<file path="config.mk">
export PLATFORM = sky130hd
export DESIGN_NAME = i2c_master_byte_engine_top
export DESIGN_NICKNAME = d
export VERILOG_FILES = /design/src/rtl/core/i2cm_pkg.sv /design/src/rtl/core/i2cm_fifo.sv /design/src/rtl/core/i2cm_front.sv /design/src/rtl/core/i2cm_back.sv /design/src/rtl/core/i2c_master_byte_engine_top.sv
export SDC_FILE = /design/constraint.sdc
export NUM_CORES = 1
export LEC_CHECK = 0
export BUFFER_PORTS_ARGS = -buffer_cell sky130_fd_sc_hd__buf_2
export CAP_MARGIN = 20
export CELL_PAD_IN_SITES_DETAIL_PLACEMENT = 1
export CELL_PAD_IN_SITES_GLOBAL_PLACEMENT = 1
export CORE_AREA = 2 2 133 135
export DETAILED_ROUTE_END_ITERATION = 8
export DIE_AREA = 0 0 135 137
export GPL_TIMING_DRIVEN = 0
export MAX_ROUTING_LAYER = met4
export PLACE_DENSITY_LB_ADDON = 0.1
export SETUP_SLACK_MARGIN = 0.15
export SLEW_MARGIN = 20
export SYNTH_ARGS = -nofsm -noshare
export SYNTH_HDL_FRONTEND = slang
export SYNTH_HIERARCHICAL = 1
export SYNTH_SLANG_ARGS = --single-unit
</file>
<file path="constraint.sdc">
create_clock -name clk -period 5.7 [get_ports clk]
set_input_delay 0 -clock clk [delete_from_list [all_inputs] [get_ports clk]]
set_output_delay 0 -clock clk [all_outputs]
set_load 0.02 [all_outputs]
</file>
<file path="src/rtl/core/i2cm_pkg.sv">
package i2cm_pkg;

  // command codes carried in tuser
  localparam logic [2:0] CMD_TICK    = 3'd0;
  localparam logic [2:0] CMD_START   = 3'd1;
  localparam logic [2:0] CMD_RESTART = 3'd2;
  localparam logic [2:0] CMD_WRITE   = 3'd3;
  localparam logic [2:0] CMD_READ    = 3'd4;
  localparam logic [2:0] CMD_STOP    = 3'd5;

  // bus phase codes
  localparam logic [3:0] PH_IDLE    = 4'd0;
  localparam logic [3:0] PH_RS_LOW  = 4'd1;
  localparam logic [3:0] PH_RS_HIGH = 4'd2;
  localparam logic [3:0] PH_ST_HOLD = 4'd3;
  localparam logic [3:0] PH_BIT_LOW = 4'd4;
  localparam logic [3:0] PH_BIT_HI  = 4'd5;
  localparam logic [3:0] PH_ACK_LOW = 4'd6;
  localparam logic [3:0] PH_ACK_HI  = 4'd7;
  localparam logic [3:0] PH_SP_LOW  = 4'd8;
  localparam logic [3:0] PH_SP_HIGH = 4'd9;
  localparam logic [3:0] PH_SP_REL  = 4'd10;

  localparam int unsigned HP_W       = 16;
  localparam int unsigned IN_DATA_W  = 16;
  localparam int unsigned IN_USER_W  = 3;
  localparam int unsigned OUT_DATA_W = 16;
  localparam logic [HP_W-1:0] HP_RESET = 16'd50;
  localparam logic [3:0] BITS_PER_BYTE = 4'd8;

  // one classified tick, as it waits in the queue
  typedef struct packed {
    logic       is_cmd;
    logic       is_read;
    logic [3:0] phase0;
    logic [7:0] shift_init;
    logic       nack;
    logic       sda;
  } entry_t;

endpackage

</file>
<file path="src/rtl/core/i2cm_fifo.sv">
module i2cm_fifo #(
  parameter int unsigned WIDTH = 16,
  parameter int unsigned DEPTH = 2
) (
  input  logic             clk,
  input  logic             rst,
  input  logic             wr_valid,
  output logic             wr_ready,
  input  logic [WIDTH-1:0] wr_data,
  output logic             rd_valid,
  input  logic             rd_ready,
  output logic [WIDTH-1:0] rd_data
);

  localparam int unsigned PTR_W = (DEPTH > 1) ? $clog2(DEPTH) : 1;
  localparam int unsigned CNT_W = $clog2(DEPTH + 1);

  logic [WIDTH-1:0] mem [DEPTH];
  logic [PTR_W-1:0] wr_ptr;
  logic [PTR_W-1:0] rd_ptr;
  logic [CNT_W-1:0] count;
  logic             push;
  logic             pop;

  assign wr_ready = (count != CNT_W'(DEPTH));
  assign rd_valid = (count != '0);
  assign push     = wr_valid && wr_ready;
  assign pop      = rd_ready && rd_valid;
  assign rd_data  = mem[rd_ptr];

  always_ff @(posedge clk) begin
    if (push) begin
      mem[wr_ptr] <= wr_data;
    end
  end

  always_ff @(posedge clk) begin
    if (rst) begin
      wr_ptr <= '0;
      rd_ptr <= '0;
      count  <= '0;
    end else begin
      if (push) begin
        wr_ptr <= (wr_ptr == PTR_W'(DEPTH - 1)) ? '0 : wr_ptr + PTR_W'(1);
      end
      if (pop) begin
        rd_ptr <= (rd_ptr == PTR_W'(DEPTH - 1)) ? '0 : rd_ptr + PTR_W'(1);
      end
      if (push && !pop) begin
        count <= count + CNT_W'(1);
      end else if (pop && !push) begin
        count <= count - CNT_W'(1);
      end
    end
  end

endmodule

</file>
<file path="src/rtl/core/i2cm_front.sv">
module i2cm_front (
  input  logic                              s_tvalid,
  output logic                              s_tready,
  input  logic [i2cm_pkg::IN_DATA_W-1:0]    s_tdata,
  input  logic [i2cm_pkg::IN_USER_W-1:0]    s_tuser,
  output logic                              q_valid,
  input  logic                              q_ready,
  output i2cm_pkg::entry_t                  q_entry
);

  logic [7:0] tx;

  assign tx       = s_tdata[7:0];
  assign q_valid  = s_tvalid;
  assign s_tready = q_ready;

  // decode the command into its opening phase
  always_comb begin
    q_entry            = '0;
    q_entry.nack       = s_tdata[8];
    q_entry.sda        = s_tdata[9];
    q_entry.shift_init = tx;
    q_entry.phase0     = i2cm_pkg::PH_IDLE;
    unique case (s_tuser)
      i2cm_pkg::CMD_START: begin
        q_entry.is_cmd = 1'b1;
        q_entry.phase0 = i2cm_pkg::PH_ST_HOLD;
      end
      i2cm_pkg::CMD_RESTART: begin
        q_entry.is_cmd = 1'b1;
        q_entry.phase0 = i2cm_pkg::PH_RS_LOW;
      end
      i2cm_pkg::CMD_WRITE: begin
        q_entry.is_cmd = 1'b1;
        q_entry.phase0 = i2cm_pkg::PH_BIT_LOW;
      end
      i2cm_pkg::CMD_READ: begin
        q_entry.is_cmd     = 1'b1;
        q_entry.is_read    = 1'b1;
        q_entry.shift_init = 8'h00;
        q_entry.phase0     = i2cm_pkg::PH_BIT_LOW;
      end
      i2cm_pkg::CMD_STOP: begin
        q_entry.is_cmd = 1'b1;
        q_entry.phase0 = i2cm_pkg::PH_SP_LOW;
      end
      default: begin
        q_entry.is_cmd = 1'b0;
      end
    endcase
  end

endmodule

</file>
<file path="src/rtl/core/i2cm_back.sv">
module i2cm_back (
  input  logic                              clk,
  input  logic                              rst,
  input  logic                              cfg_wr_en,
  input  logic [i2cm_pkg::HP_W-1:0]         cfg_wr_data,
  input  logic                              q_valid,
  output logic                              q_ready,
  input  i2cm_pkg::entry_t                  q_entry,
  output logic                              m_tvalid,
  input  logic                              m_tready,
  output logic [i2cm_pkg::OUT_DATA_W-1:0]   m_tdata
);

  logic [i2cm_pkg::HP_W-1:0] half_period;
  logic [i2cm_pkg::HP_W-1:0] hp_eff;
  logic [3:0]  phase, phase_next;
  logic [3:0]  bit_count, bit_count_next;
  logic [7:0]  shift_reg, shift_reg_next;
  logic [i2cm_pkg::HP_W-1:0] tick_count, tick_count_next;
  logic        cur_read, cur_read_next;
  logic        nack_flag, nack_flag_next;
  logic        ack_reg, ack_reg_next;
  logic [7:0]  rx_reg, rx_reg_next;
  logic        scl_out, scl_out_next;
  logic        sda_out, sda_out_next;
  logic        scl, sda, done, rejected;
  logic        step;
  logic        out_valid;
  logic [i2cm_pkg::OUT_DATA_W-1:0] out_data;

  assign q_ready  = !out_valid || m_tready;
  assign step     = q_valid && q_ready;
  assign hp_eff   = (half_period == '0) ? i2cm_pkg::HP_W'(1) : half_period;
  assign m_tvalid = out_valid;
  assign m_tdata  = out_data;

  always_comb begin
    phase_next      = phase;
    bit_count_next  = bit_count;
    shift_reg_next  = shift_reg;
    tick_count_next = tick_count;
    cur_read_next   = cur_read;
    nack_flag_next  = nack_flag;
    ack_reg_next    = ack_reg;
    rx_reg_next     = rx_reg;
    scl_out_next    = scl_out;
    sda_out_next    = sda_out;
    rejected        = 1'b0;
    done            = 1'b0;

    // command launch or rejection
    if (q_entry.is_cmd) begin
      if (phase != i2cm_pkg::PH_IDLE) begin
        rejected = 1'b1;
      end else begin
        cur_read_next   = q_entry.is_read;
        tick_count_next = '0;
        bit_count_next  = '0;
        nack_flag_next  = q_entry.nack;
        shift_reg_next  = q_entry.shift_init;
        phase_next      = q_entry.phase0;
      end
    end

    // line levels of the phase in force this tick
    unique case (phase_next)
      i2cm_pkg::PH_RS_LOW:  begin scl = 1'b0; sda = 1'b1; end
      i2cm_pkg::PH_RS_HIGH: begin scl = 1'b1; sda = 1'b1; end
      i2cm_pkg::PH_ST_HOLD: begin scl = 1'b1; sda = 1'b0; end
      i2cm_pkg::PH_BIT_LOW: begin scl = 1'b0; sda = cur_read_next | shift_reg_next[7]; end
      i2cm_pkg::PH_BIT_HI:  begin scl = 1'b1; sda = cur_read_next | shift_reg_next[7]; end
      i2cm_pkg::PH_ACK_LOW: begin scl = 1'b0; sda = !cur_read_next | nack_flag_next; end
      i2cm_pkg::PH_ACK_HI:  begin scl = 1'b1; sda = !cur_read_next | nack_flag_next; end
      i2cm_pkg::PH_SP_LOW:  begin scl = 1'b0; sda = 1'b0; end
      i2cm_pkg::PH_SP_HIGH: begin scl = 1'b1; sda = 1'b0; end
      i2cm_pkg::PH_SP_REL:  begin scl = 1'b1; sda = 1'b1; end
      default:              begin scl = scl_out; sda = sda_out; end
    endcase

    // half-period pacing and phase advance
    if (phase_next != i2cm_pkg::PH_IDLE) begin
      if (({1'b0, tick_count_next} + 17'd1) >= {1'b0, hp_eff}) begin
        tick_count_next = '0;
        unique case (phase_next)
          i2cm_pkg::PH_RS_LOW:  phase_next = i2cm_pkg::PH_RS_HIGH;
          i2cm_pkg::PH_RS_HIGH: phase_next = i2cm_pkg::PH_ST_HOLD;
          i2cm_pkg::PH_ST_HOLD: begin
            phase_next     = i2cm_pkg::PH_BIT_LOW;
            bit_count_next = '0;
          end
          i2cm_pkg::PH_BIT_LOW: phase_next = i2cm_pkg::PH_BIT_HI;
          i2cm_pkg::PH_BIT_HI: begin
            shift_reg_next = {shift_reg_next[6:0], cur_read_next & q_entry.sda};
            bit_count_next = bit_count_next + 4'd1;
            phase_next     = (bit_count_next >= i2cm_pkg::BITS_PER_BYTE) ?
                             i2cm_pkg::PH_ACK_LOW : i2cm_pkg::PH_BIT_LOW;
          end
          i2cm_pkg::PH_ACK_LOW: phase_next = i2cm_pkg::PH_ACK_HI;
          i2cm_pkg::PH_ACK_HI: begin
            if (cur_read_next) begin
              rx_reg_next = shift_reg_next;
            end else begin
              ack_reg_next = !q_entry.sda;
            end
            phase_next   = i2cm_pkg::PH_IDLE;
            scl_out_next = 1'b0;
            sda_out_next = 1'b0;
            done         = 1'b1;
          end
          i2cm_pkg::PH_SP_LOW:  phase_next = i2cm_pkg::PH_SP_HIGH;
          i2cm_pkg::PH_SP_HIGH: phase_next = i2cm_pkg::PH_SP_REL;
          i2cm_pkg::PH_SP_REL: begin
            phase_next   = i2cm_pkg::PH_IDLE;
            scl_out_next = 1'b1;
            sda_out_next = 1'b1;
            done         = 1'b1;
          end
          default: phase_next = i2cm_pkg::PH_IDLE;
        endcase
      end else begin
        tick_count_next = tick_count_next + i2cm_pkg::HP_W'(1);
      end
    end
  end

  always_ff @(posedge clk) begin
    if (rst) begin
      half_period <= i2cm_pkg::HP_RESET;
    end else if (cfg_wr_en) begin
      half_period <= cfg_wr_data;
    end
  end

  always_ff @(posedge clk) begin
    if (rst) begin
      phase      <= i2cm_pkg::PH_IDLE;
      bit_count  <= '0;
      shift_reg  <= '0;
      tick_count <= '0;
      cur_read   <= 1'b0;
      nack_flag  <= 1'b0;
      ack_reg    <= 1'b0;
      rx_reg     <= '0;
      scl_out    <= 1'b1;
      sda_out    <= 1'b1;
      out_valid  <= 1'b0;
    end else begin
      if (step) begin
        phase      <= phase_next;
        bit_count  <= bit_count_next;
        shift_reg  <= shift_reg_next;
        tick_count <= tick_count_next;
        cur_read   <= cur_read_next;
        nack_flag  <= nack_flag_next;
        ack_reg    <= ack_reg_next;
        rx_reg     <= rx_reg_next;
        scl_out    <= scl_out_next;
        sda_out    <= sda_out_next;
        out_valid  <= 1'b1;
      end else if (m_tready) begin
        out_valid <= 1'b0;
      end
    end
  end

  // result register, fields from bit 0: scl, sda, busy, done, rx_byte, acked, rejected
  always_ff @(posedge clk) begin
    if (step) begin
      out_data <= {2'b00, rejected, ack_reg_next, rx_reg_next, done,
                   (phase_next != i2cm_pkg::PH_IDLE), sda, scl};
    end
  end

endmodule

</file>
<file path="src/rtl/core/i2c_master_byte_engine_top.sv">
// channel   dir  tdata (lsb first)                                   tuser
// s_axis    in   tx_byte[7:0] send_nack[8] sda_in[9] zero[15:10]    cmd[2:0]
// m_axis    out  scl_level[0] sda_level[1] busy_res[2] done_res[3]  -
//                rx_byte[11:4] acked[12] cmd_rejected[13] zero[15:14]
// cfg       in   half_period_ticks[15:0] written on cfg_wr_en        -
//
// one item per cycle sustained while m_axis_tready is high: each item is one bus tick, computed
// combinationally by the back engine (state update, 16-bit half-period compare, phase step)
// an accepted input is held in the tick queue and then in the result register
// rst is synchronous, active high; it empties the queue and returns the bus engine
// to idle with both lines released and the half period at 50 ticks
// a stalled m_axis fills the result register and then the tick queue, after which
// s_axis_tready drops; the input side never blocks the output side
module i2c_master_byte_engine_top #(
  parameter int unsigned QUEUE_DEPTH = 2  // tick queue entries, 2 or more
) (
  input  logic                              clk,
  input  logic                              rst,
  input  logic                              cfg_wr_en,
  input  logic [i2cm_pkg::HP_W-1:0]         cfg_wr_data,    // half_period_ticks
  input  logic                              s_axis_tvalid,
  output logic                              s_axis_tready,
  input  logic [i2cm_pkg::IN_DATA_W-1:0]    s_axis_tdata,   // tx_byte, send_nack, sda_in
  input  logic [i2cm_pkg::IN_USER_W-1:0]    s_axis_tuser,   // cmd
  output logic                              m_axis_tvalid,
  input  logic                              m_axis_tready,
  output logic [i2cm_pkg::OUT_DATA_W-1:0]   m_axis_tdata    // scl, sda, busy, done, rx, ack, rej
);

  i2cm_pkg::entry_t front_entry;
  i2cm_pkg::entry_t back_entry;
  logic             front_valid;
  logic             front_ready;
  logic             back_valid;
  logic             back_ready;

  // front: decode the command and classify the tick
  i2cm_front u_front (
    .s_tvalid (s_axis_tvalid),
    .s_tready (s_axis_tready),
    .s_tdata  (s_axis_tdata),
    .s_tuser  (s_axis_tuser),
    .q_valid  (front_valid),
    .q_ready  (front_ready),
    .q_entry  (front_entry)
  );

  // short queue so either side can stall on its own
  i2cm_fifo #(
    .WIDTH ($bits(i2cm_pkg::entry_t)),
    .DEPTH (QUEUE_DEPTH)
  ) u_queue (
    .clk      (clk),
    .rst      (rst),
    .wr_valid (front_valid),
    .wr_ready (front_ready),
    .wr_data  (front_entry),
    .rd_valid (back_valid),
    .rd_ready (back_ready),
    .rd_data  (back_entry)
  );

  // back: bus timing engine plus result register
  i2cm_back u_back (
    .clk         (clk),
    .rst         (rst),
    .cfg_wr_en   (cfg_wr_en),
    .cfg_wr_data (cfg_wr_data),
    .q_valid     (back_valid),
    .q_ready     (back_ready),
    .q_entry     (back_entry),
    .m_tvalid    (m_axis_tvalid),
    .m_tready    (m_axis_tready),
    .m_tdata     (m_axis_tdata)
  );

endmodule

</file>
==> metrics.log <==
INFO  metric run_status = finished clean
INFO  metric r2r_end = u_back/m_tdata[5]$_DFFE_PP_
INFO  metric num-nets-final = about 770
INFO  metric hold_start = s_axis_tuser[2]
INFO  metric timing_worst_setup_path_type = register to register
INFO  metric ant_nets = 0
INFO  metric slew_margin_rel = 36.9%
INFO  metric class_of_the_tightest_hold_or_removal_check = primary input to register
INFO  metric pwr_density = 435 nW/µm²
INFO  metric synth.yosys.seq_area_share = 46.2%
INFO  metric crit_path_start_kind = register
INFO  metric design.portCount = between 50 and 60
INFO  metric totalPowerFinal = between 3000 and 4000 µW
INFO  metric ff_latch_area = 2700 µm²
INFO  metric wire_per_inst = 17.8 µm
INFO  metric grt_antenna_before_repair = 0
INFO  metric area.growth.synth_to_final = 19.7%
INFO  metric yosysTopAreaCell = sky130_fd_sc_hd__edfxtp_1
INFO  metric core-area = 17100 µm²
INFO  metric power.ir.vdd_worst = around 0.00020 V
INFO  metric synth_compound_area_share = 15.4%
INFO  metric min_to = u_queue/mem[0][10]$_DFFE_PP_
INFO  metric reg_top3 = u_queue/mem x32, u_back/half_period x16, u_back/tick_count x16
INFO  metric static-leakage-power = 0.00274 µW
INFO  metric dominantRegCellSynth = sky130_fd_sc_hd__dfxtp_1
INFO  metric worstMarginPinSlew = 937 ps
INFO  metric route.detailed.drc = 0
INFO  metric final_estimated_routing_congestion_in_global_placement = 0.798
INFO  metric drt_pass1_iterations = 6
INFO  metric yosys.area_share.xor_xnor = 2.69%
INFO  metric finalCritPeriodShare = 92.5%
INFO  metric unrepaired_setup_endpoints_after_global_routing = false
INFO  metric number_of_clock_buffers_inserted_by_tritoncts = 9
INFO  metric number_of_vias_after_detailed_routing = 4926
INFO  metric routed_wirelength = ~17000 µm
INFO  metric tritoncts = yes
INFO  metric clk_latency = 360 ps
INFO  metric final-instance-count-excl-fill = 937
INFO  metric ctsLongestPathBuffers = 2
INFO  metric clock_tree.htree_level_count = 3
INFO  metric max_cap_viols = 0
INFO  metric setup_viol_count_final = 0
INFO  metric grt_pass1_wl = between 20000 and 30000 µm
INFO  metric dp.cells = 891
INFO  metric fmax = approximately 190 MHz
INFO  metric syn-cell-area = 5850 µm²
INFO  metric layout_min_cycle_time = 5270 ps
INFO  metric finalClockSkew = 8.57 ps
INFO  metric final_max_slew_violation_count = 0
INFO  metric layout.filler_cells = 2008
INFO  metric grt-ovfl-total = 0
INFO  metric finalCoreUtilization = 41.1%
INFO  metric multi_input_area = 2920 µm²
INFO  metric max_flop_register = u_queue/mem
INFO  metric timing.hold.worst_path_depth = 2
INFO  metric insertedDiodeCount = 0
INFO  metric syn_inst_count = 621
INFO  metric async_flop_share = 0%
INFO  metric chipWidth = roughly 140 µm
INFO  metric drtIter0Drc = 258
INFO  metric per_instance_average_area_after_synthesis = 9.43 µm²
INFO  metric clkSlewWorstSetupHoldPaths = 80 ps
INFO  metric setup_total_neg_slack = 0 ps
INFO  metric initial_core_util = 34.3%
INFO  metric place.detailed.hpwl = ~12000 µm
INFO  metric synth_top_area_share = 23.6%
INFO  metric core.rowCount = between 40 and 50
INFO  metric timing.reg2reg.worst_path_depth = 23
INFO  metric critical_path_data_arrival_time = 5380 ps
INFO  metric routed_via_density = about 5.3
INFO  metric largest_reg_flops = 32
INFO  metric synth-seq-cells = 112
INFO  metric clock_tree.root_cell = sky130_fd_sc_hd__clkbuf_16
INFO  metric edff_count_synth = 46
INFO  metric layout-drive-gt1-share = approximately 17%
INFO  metric cts_sinks = approximately 110
INFO  metric io_buffer_count = 44
INFO  metric worst_ep_required = 5810 ps
INFO  metric largest_net_degree_at_the_start_of_global_routing = 24
INFO  metric post_synth_mux_area_share = 7.01%
INFO  metric synth.area.top_cells = sky130_fd_sc_hd__edfxtp_1 (24%), sky130_fd_sc_hd__dfxtp_1 (23%), sky130_fd_sc_hd__nor2_1 (4.8%)
INFO  metric synth_cell_type_count = 70
INFO  metric synth_adder_area_share = 4.06%
INFO  metric yosys.cell_count.top_type = sky130_fd_sc_hd__nor2_1
INFO  metric critical_path.endpoint_type = register
INFO  metric largest_family_of_logic_cells_by_synthesized_area = simple AND/OR/NAND/NOR gates
INFO  metric first_global_vias = ~5000
INFO  metric die_h = 137 µm
INFO  metric ys_top_cells_by_count = sky130_fd_sc_hd__nor2_1 (75), sky130_fd_sc_hd__nand2_1 (74), sky130_fd_sc_hd__dfxtp_1 (66)
INFO  metric die_area = 18500 µm²
INFO  metric global_route.usage.total = 19.4%
INFO  metric report.final.hold_viol_count = 0
INFO  metric r2r_slack = between 400 and 500 ps
INFO  metric yosys_warnings = 6
INFO  metric critPathMaxFanout = 10
INFO  metric synth_simple_gate_area_share = 19.8%
## critical path, cell delays in order, from the launching register on
cell and delay, ps:
sky130_fd_sc_hd__dfxtp_1 320, sky130_fd_sc_hd__clkbuf_4 190, sky130_fd_sc_hd__mux2_2 350, sky130_fd_sc_hd__clkbuf_2 160
sky130_fd_sc_hd__nor3b_2 220, sky130_fd_sc_hd__nand2_2 160, sky130_fd_sc_hd__clkbuf_8 200, sky130_fd_sc_hd__and2_1 180
sky130_fd_sc_hd__ha_4 190, sky130_fd_sc_hd__and3_2 250, sky130_fd_sc_hd__nand4_4 170, sky130_fd_sc_hd__or3_1 410
sky130_fd_sc_hd__a21oi_2 210, sky130_fd_sc_hd__ha_1 210, sky130_fd_sc_hd__nand3_1 120, sky130_fd_sc_hd__nor2_4 170
sky130_fd_sc_hd__o311ai_2 160, sky130_fd_sc_hd__and4b_1 230, sky130_fd_sc_hd__buf_6 140, sky130_fd_sc_hd__or4_4 540
sky130_fd_sc_hd__buf_6 160, sky130_fd_sc_hd__buf_6 140, sky130_fd_sc_hd__nand2_1 80, sky130_fd_sc_hd__o21ai_2 50
## cell families after synthesis
kind of cell,after synthesis
buffers and inverters,60
AOI/OAI and AO/OA,134
DFF,112
other,1
and+or+nand+nor,238
muxes,39
xor gates and xnor gates,18
adders and majority gates,19
## worst max path at each step
| stage | startpoint | endpoint | cells after the start |
|---|---|---|---|
| 4_1_cts | register | u_back/m_tdata[5]$_DFFE_PP_ | 23 |
| 3_3_place_gp | register | u_back/tick_count[1]$_SDFFE_PP0P_ | 18 |
| 3_5_place_dp | register | u_back/tick_count[11]$_SDFFE_PP0P_ | 21 |
| 6_report | register | u_back/m_tdata[5]$_DFFE_PP_ | 23 |
| 2_1_floorplan | register | u_back/m_tdata[4]$_DFFE_PP_ | 23 |
| 5_1_grt | register | u_back/m_tdata[10]$_DFFE_PP_ | 23 |
## metrics by stage
step / worst slack, ps / instance area [µm²] / hold slack [ps]
CTS: 172 / 6960 / 17.3
global placement: -608 / 6360 / 185
floorplan: 781 / 5860 / 69.1
detailed placement: -703 / 6360 / 191
finish: 430 / 7010 / 27.1
global route: 162 / 7010 / 24.4
## layout make-up
class / count / area share, %
well taps: 225 / 4.02
plain buffers: 34 / 2.93
clock buffers: 10 / 3.27
inverters: 25 / 1.34
multi-input cells: 450 / 41.7
flip-flops and latches: 112 / 38.6
clock inverters: 6 / 0.661
repair buffers: 75 / 7.50
## report_power, final
part           internal, µW  switching (µW)
Sequential              997            60.3
Combinational           441             937
Clock                   300             311
## routing by layer
layer	global-route usage (%)	up-vias	part of all wire, %
met5	-	-	0
met4	6.08	0	1.5
met3	2.63	19	2.1
met2	31.1	61	48
met1	25.4	2433	49
li1	-	2413	-
## timing repair
action                                 in CTS  in global routing
gates cloned                                0                  0
resized for setup                          12                 12
hold buffers                               29                  0
setup endpoints to repair                  53                 50
pin swaps                                   1                  0
endpoints found under the hold margin      40                  0
buffers inserted                            1                  1
## placed cells by master, fill, tap and decap left out, types with 3 or more instances in the layout
cell type / instances
sky130_fd_sc_hd__nor2_1: 74
sky130_fd_sc_hd__nand2_1: 73
sky130_fd_sc_hd__dfxtp_1: 66
sky130_fd_sc_hd__buf_2: 48
sky130_fd_sc_hd__edfxtp_1: 46
sky130_fd_sc_hd__dlygate4sd3_1: 29
sky130_fd_sc_hd__nand3_1: 27
sky130_fd_sc_hd__a21oi_1: 25
sky130_fd_sc_hd__o21ai_0: 25
sky130_fd_sc_hd__inv_1: 24
sky130_fd_sc_hd__mux2i_1: 23
sky130_fd_sc_hd__ha_1: 18
sky130_fd_sc_hd__mux2_2: 16
sky130_fd_sc_hd__a211oi_1: 13
sky130_fd_sc_hd__o211ai_1: 12
sky130_fd_sc_hd__xor2_1: 12
sky130_fd_sc_hd__clkbuf_1: 11
sky130_fd_sc_hd__a22oi_1: 11
sky130_fd_sc_hd__clkbuf_16: 9
sky130_fd_sc_hd__nor2b_1: 9
sky130_fd_sc_hd__buf_4: 9
sky130_fd_sc_hd__a31oi_1: 7
sky130_fd_sc_hd__and3_1: 6
sky130_fd_sc_hd__and2_1: 6
sky130_fd_sc_hd__o21ai_1: 6
sky130_fd_sc_hd__nor3_1: 6
sky130_fd_sc_hd__xnor2_1: 6
sky130_fd_sc_hd__clkbuf_2: 5
sky130_fd_sc_hd__nand4_1: 5
sky130_fd_sc_hd__nor4_1: 5
sky130_fd_sc_hd__nand2b_1: 4
sky130_fd_sc_hd__clkinv_1: 3
sky130_fd_sc_hd__buf_6: 3
Power figures use the tool's default switching activity.
